--- src/rtl/tkr_pkg.sv ---
package tkr_pkg;

    // configuration register indexes
    typedef enum logic [1:0] {
        REG_KEEP_COUNT   = 2'd0,
        REG_BUFFER_LIMIT = 2'd1
    } t_reg_idx;

    // request codes
    typedef enum logic {
        REQ_RECORD = 1'b0,
        REQ_DRAIN  = 1'b1
    } t_req;

    // fixed register field widths
    localparam int KEEP_REG_W  = 5;
    localparam int LIMIT_REG_W = 6;
    localparam int CFG_IDX_W   = 2;
    localparam int CFG_DATA_W  = 6;
    localparam int REASON_W    = 2;

    // default parameter values
    localparam int DEF_MAX_BUFFER = 32;
    localparam int DEF_MAX_KEEP   = 16;
    localparam int DEF_KEY_WIDTH  = 32;
    localparam int DEF_TAG_WIDTH  = 16;

    // register reset values
    localparam logic [KEEP_REG_W-1:0]  KEEP_RST  = 5'd8;
    localparam logic [LIMIT_REG_W-1:0] LIMIT_RST = 6'd32;

    // operation broadcast to every cell
    typedef enum logic [2:0] {
        CELL_HOLD     = 3'd0,
        CELL_LOAD     = 3'd1,
        CELL_SORT_EVN = 3'd2,
        CELL_SORT_ODD = 3'd3,
        CELL_CUT      = 3'd4,
        CELL_SHIFT    = 3'd5
    } t_cell_op;

    typedef struct packed {
        t_cell_op op;
    } t_cell_ctl;

endpackage

--- src/rtl/tkr_cell.sv ---
module tkr_cell
    import tkr_pkg::*;
#(
    parameter int ENT_W     = 50,
    parameter int KEY_WIDTH = 32,
    parameter int CW        = 6,
    parameter int INDEX     = 0
) (
    input  logic             i_clk,
    input  logic             i_rst_n,
    input  t_cell_ctl        i_ctl,
    input  logic [CW-1:0]    i_keep,
    input  logic [ENT_W-1:0] i_new,
    input  logic [ENT_W-1:0] i_left_data,
    input  logic             i_left_valid,
    input  logic [ENT_W-1:0] i_right_data,
    input  logic             i_right_valid,
    output logic [ENT_W-1:0] o_data,
    output logic             o_valid
);

    localparam logic PAR = 1'(INDEX % 2);

    logic [ENT_W-1:0] r_data, n_data;
    logic             r_valid, n_valid;
    logic             w_phase;

    always_comb begin
        n_data  = r_data;
        n_valid = r_valid;
        w_phase = (i_ctl.op == CELL_SORT_ODD);
        case (i_ctl.op)
            CELL_LOAD: begin
                if (!r_valid && ((INDEX == 0) || i_left_valid)) begin
                    n_data  = i_new;
                    n_valid = 1'b1;
                end
            end
            CELL_SORT_EVN, CELL_SORT_ODD: begin
                // left member of a pair takes the smaller, right the larger; strict compare keeps ties
                if (w_phase == PAR) begin
                    if (r_valid && i_right_valid &&
                        (r_data[KEY_WIDTH-1:0] > i_right_data[KEY_WIDTH-1:0])) begin
                        n_data = i_right_data;
                    end
                end else begin
                    if (r_valid && i_left_valid &&
                        (i_left_data[KEY_WIDTH-1:0] > r_data[KEY_WIDTH-1:0])) begin
                        n_data = i_left_data;
                    end
                end
            end
            CELL_CUT: begin
                if (CW'(INDEX) >= i_keep) begin
                    n_valid = 1'b0;
                end
            end
            CELL_SHIFT: begin
                n_data  = i_right_data;
                n_valid = i_right_valid;
            end
            default: begin
                n_data  = r_data;
                n_valid = r_valid;
            end
        endcase
    end

    always_ff @(posedge i_clk) begin
        if (!i_rst_n) begin
            r_valid <= 1'b0;
        end else begin
            r_valid <= n_valid;
        end
    end

    always_ff @(posedge i_clk) begin
        r_data <= n_data;
    end

    assign o_data  = r_data;
    assign o_valid = r_valid;

endmodule

--- config.mk ---
export PLATFORM = sky130hd
export DESIGN_NAME = tkr_cell
export DESIGN_NICKNAME = d
export VERILOG_FILES = /design/src/rtl/tkr_pkg.sv /design/src/rtl/tkr_cell.sv
export SDC_FILE = /design/constraint.sdc
export NUM_CORES = 1
export LEC_CHECK = 0
export ABC_AREA = 0
export BUFFER_PORTS_ARGS = -buffer_cell sky130_fd_sc_hd__buf_2
export CAP_MARGIN = 30
export CORE_MARGIN = 4
export CORE_UTILIZATION = 54
export CTS_BUF_LIST = sky130_fd_sc_hd__clkbuf_16
export DETAILED_ROUTE_END_ITERATION = 16
export PLACE_DENSITY_LB_ADDON = 0.12
export SYNTH_ARGS = -nofsm -noshare
export SYNTH_HDL_FRONTEND = slang
export SYNTH_SLANG_ARGS = --single-unit
--- constraint.sdc ---
create_clock -name i_clk -period 7.2 [get_ports i_clk]
set_input_delay 1.44 -clock i_clk [delete_from_list [all_inputs] [get_ports i_clk]]
set_output_delay 1.44 -clock i_clk [all_outputs]
set_load 0.005 [all_outputs]
* Word level (Yosys, flattened, before mapping)
Cells that the tools add are included.
Word-level totals: logic and storage cells 30, register bits 51, input bits 163
Cells by class: muxes and demuxes 7, equality and inequality tests 9, reduce and logical (&&, ||, !) cells 9, $lt $le $gt $ge 3
Operator list (number):
- 50-bit 2-to-1 mux | 4
- 50-bit one-hot mux with 3 select lines | 1
- 32-bit > comparator | 2
- 3-bit by 2-bit == test with 1-bit output, second input constant | 2
- 3-bit == test, second input constant | 2
- 1-bit by 6-bit greater-or-equal comparator with 1-bit output, first input constant | 1
- 3-bit != test, second input constant | 2
- 3-bit nonzero test | 2
- 1-bit logical AND | 4
- 2-bit != test, second input constant | 2
- 4-bit AND reduction | 1
- 3-bit by 1-bit == test with 1-bit output, second input constant | 1
- 1-bit one-hot mux with 3 select lines | 1
- 2-bit AND reduction | 1
- 2-bit OR reduction | 1
- 1-bit 2-to-1 mux | 1

* Depth between registers and ports, before layout
depth after elaboration 5, mapped depth 8, depth with buffers taken out 8

* Worst setup path before layout
Ideal clock, no wire load.
path type input-to-reg, from input i_right_data[26], to register r_data[0] (netlist: o_data[0]) (enable), path buffers 0, setup slack 2.200 ns, data required time 6.748 ns, data arrival time 4.548 ns, library setup time 0.452 ns, stages 7, cells stage by stage inv_1 -> ha_1 -> and4_4 -> nand2b_4 -> nor4_2 -> o31ai_1 -> a211oi_2
Between the ends: word-level cells in the longest chain between the ends 4
RTL lines:
- start: declaration | RTL line tkr_cell.sv:16 | input logic [ENT_W-1:0] i_right_data,
- 32-bit > comparator | RTL line tkr_cell.sv:43 | (r_data[KEY_WIDTH-1:0] > i_right_data[KEY_WIDTH-1:0])) begin
- 1-bit logical AND | RTL line tkr_cell.sv:42 | if (r_valid && i_right_valid &&
- 3-bit != test (no line)
- 4-bit AND reduction (no line)
- end signal: assignment | RTL line tkr_cell.sv:78 | r_data <= n_data;
- end: declaration | RTL line tkr_cell.sv:24 | logic [ENT_W-1:0] r_data, n_data;
Every way passes these cells. A chain may end at the register's enable or synchronous reset.

* Worst setup path after layout
from input i_ctl[0] (netlist bit), to register r_data[43] (netlist: o_data[43]) (enable)
Between the ends: word-level cells in the longest chain between the ends 4
RTL lines:
- start: declaration | RTL line tkr_cell.sv:11 | input t_cell_ctl i_ctl,
- 3-bit by 2-bit == test with 1-bit output, on equally long branches | RTL line tkr_cell.sv:31, tkr_cell.sv:32
- 2-bit OR reduction | RTL line tkr_cell.sv:32 | case (i_ctl.op)
- 3-bit != test (no line) or 3-bit nonzero test (tied branches)
- 4-bit AND reduction (no line) *
Every way passes the cells marked *; elsewhere a longest branch is shown, timed or not.

==> flow_metrics.py <==
metrics = {
    "run_status": {
        "outcome": "finished clean",
    },
    "run": {
        "max_cap_viol_count": 0,
    },
    "pwr": {
        "p_clk_share_pct": 24.5,
        "p_seq_share_pct": 40.1,
        "p_sw_mw": 0.302,
        "p_int_mw": 0.630,
        "combPwrFrac_pct": 35.4,
        "irDropWorstVdd_uv": 95.0,
        "leakage_nw": 3.04,
        "power_density_mw_per_mm2": 144,
        "p_sw_share_pct": 32.4,
    },
    "placed_design": {
        "numPortBuffers": 213,
        "place_worst_setup_slack_ns": 2.62,
        "hpwl_um": 12600,
        "place.gp.congestion": 0.864,
    },
    "timing": {
        "finClkSkew_ns": 0.0125,
        "finalCritPeriodShare_pct": 59.9,
        "finalWorstSetupSlack_ns": 2.89,
        "slew-limit-headroom_pct": 34.9,
        "rsz0062_at_grt": "no",
        "setup_tns_ns": 0,
        "tightest_slew_ns": 0.974,
        "slew_viol_final": 0,
        "hold_viol_final": 0,
        "max_clock_freq_mhz": 232,
        "period_minus_slack_ns": 4.31,
        "setup_viol": 0,
    },
    "synthesis": {
        "synth.area.mux_share_pct": 0,
        "netlist_instances": 593,
        "synth_compound_area_share_pct": 36.0,
        "seq_area_frac_synth_pct": 29.0,
        "yosys.area_share.adder_pct": 15.3,
        "syn_avg_cell_area_sq_um": 8.83,
        "synth_area_sq_mm": 0.00524,
        "yosysUniqueCellTypes": 46,
        "synth_top_family_by_area": "compound AO/OA/AOI/OAI gates",
        "synth_nets": 820,
        "yosys_warnings": 0,
        "synth-simple-area-share_pct": 10.1,
        "synth-seq-cells": 51,
        "yosys.area_share.xor_xnor_pct": 0,
    },
    "grt": {
        "grt_usage_pct": 28.6,
        "grt-ovfl-total": 0,
        "grt_pass1_wl_um": 26500,
        "grt_max_degree": 91,
        "antenna_found_initial": 0,
        "grt_pass1_vias": 5492,
    },
    "die": {
        "start_util_pct": 56.2,
        "ios": 214,
        "die_h_um": 106,
        "rows": 35,
        "die-area_sq_mm": 0.0113,
        "core_area_sq_mm": 0.00933,
        "dieWidth_um": 106,
    },
    "worst_setup_path": {
        "crit_arrival_ns": 4.25,
        "cp_max_fo": 55,
        "crit_type": "input port to register",
        "start_kind": "input port",
        "cp-end-kind": "register",
        "crit_required_ns": 7.14,
    },
    "route": {
        "dr.pass1.iters": 5,
        "remaining_drc_errors": 0,
        "viasPerCell": 6.11,
        "wl_um": 16800,
        "num_vias": 5527,
        "ant_nets": 0,
        "wl_per_cell_um": 18.6,
        "dr.first_iter.drc_count": 299,
    },
    "clock_tree": {
        "cts_tree": "done",
        "postCtsHoldBufs": 0,
        "numCtsBuffers": 5,
        "numClockSinks": 51,
        "cts_resized": 0,
        "clk_pin_slew_ns": 0.07,
        "max-clock-path-buffers": 2,
        "cts_setup_buffers": 0,
        "h-tree-depth": 2,
        "clk_latency_ns": 0.29,
        "cts_root_buf": "clkbuf_16",
    },
    "finish": {
        "fillers": 791,
        "layout_commonest_cell": "buf_2",
        "synthToLayoutAreaGrowth_pct": 23.8,
        "regArea_sq_mm": 0.00152,
        "multi_input_area_sq_mm": 0.00323,
        "layout_common_cells": "212 x buf_2, 72 x a21oi_1, 68 x inv_1",
        "drive_above_1_share_pct": 36.2,
        "antennaDiodeCount": 0,
        "nNetsFinal": 1002,
    },
    "min_path": {
        "hold_path_class": "register to register",
    },
}
## cell families (layout without fill, tap and decap cells)
kind of cell,Yosys count,count (layout)
DFF,51,51
buffers and inverters,113,296
AOI/OAI and AO/OA,260,260
adders and majority gates,64,64
and+or+nand+nor,105,105
## cell usage after synthesis, drive strengths merged
library cell  instances  share of area [%]
a22oi                 1               0.14
o31ai                51                7.3
nor2b                 4               0.62
nor3                  4               0.38
nor2                  5               0.36
dfxtp                 1               0.38
a211oi                2               0.38
inv                  67                4.8
a221oi                1               0.17
buf                  37                4.1
o21ai                 9               0.86
a31oi                 4               0.48
a2111oi               1               0.29
o22ai               101                 17
o21bai                1               0.14
a211o                 1               0.17
o211a                 1               0.19
and2                  1               0.12
ha                   64                 15
a21oi                72                6.9
nand3                 4               0.38
nor4                  4               0.84
nand3b                1               0.14
nand2b                2               0.38
a21o                 11                1.6
edfxtp               50                 29
nand4                14                1.8
or4                   1               0.14
clkbuf                9               0.64
nand2                62                4.4
o211ai                3               0.43
or2                   1               0.12
a2bb2oi               1               0.17
and4                  2               0.38
## area by class of cell
cell class	count	area share, %
well taps	129	2.49
multi-input cells	429	49.8
clock inverters	3	0.193
flip-flops and latches	51	23.5
repair buffers	221	18.2
clock buffers	5	1.93
inverters	67	3.88
## power by group through the flow
stage | clock network, mW | registers [mW] | logic [mW]
floorplan | 0 | 0.380 | 0.192
global placement | 0 | 0.379 | 0.311
detailed placement | 0 | 0.380 | 0.327
CTS | 0.231 | 0.374 | 0.329
global route | 0.242 | 0.376 | 0.367
finish | 0.228 | 0.374 | 0.330
## metal layers
| metal | global-route usage [%] | part of all wire, % |
|---|---|---|
| met2 | 51.3 | 51 |
| met5 | 0 | 0 |
| met1 | 35.3 | 40 |
| met4 | 7.31 | 1.5 |
| met3 | 5.16 | 7.6 |
## per-stage QoR
step,utilization (%),std cells,hold slack (ns),cell area [sq um],power [mW]
floorplan,-,593,0.586,5240,0.572
finish,69.5,905,0.651,6480,0.932
global route,69.5,905,0.682,6480,0.986
global placement,67.2,894,0.614,6270,0.690
detailed placement,68.0,897,0.623,6350,0.707
CTS,69.5,905,0.632,6480,0.934
## sequential cells by signal (all words and copies together) (netlist names)
register,count
o_valid,1
o_data,50
## worst max-delay path: stages
cell and delay, ns:
buf_2 0.08, buf_4 0.50, nor2b_4 0.29, a21o_1 0.13
o21bai_1 0.11, a2bb2oi_1 0.19, a31oi_1 0.09, a211oi_4 0.84
buf_4 0.54
## final timing paths
check	from	endpoint	slack (ns)	depth (start not counted)
max	i_ctl[0]	o_data[43]	2.89	9
max reg2reg	o_data[30]	o_data[43]	3.74	7
min	o_valid	o_valid	0.65	2
min reg2reg	o_valid	o_valid	0.65	2
Note: power is estimated with default switching activity, not from simulation.
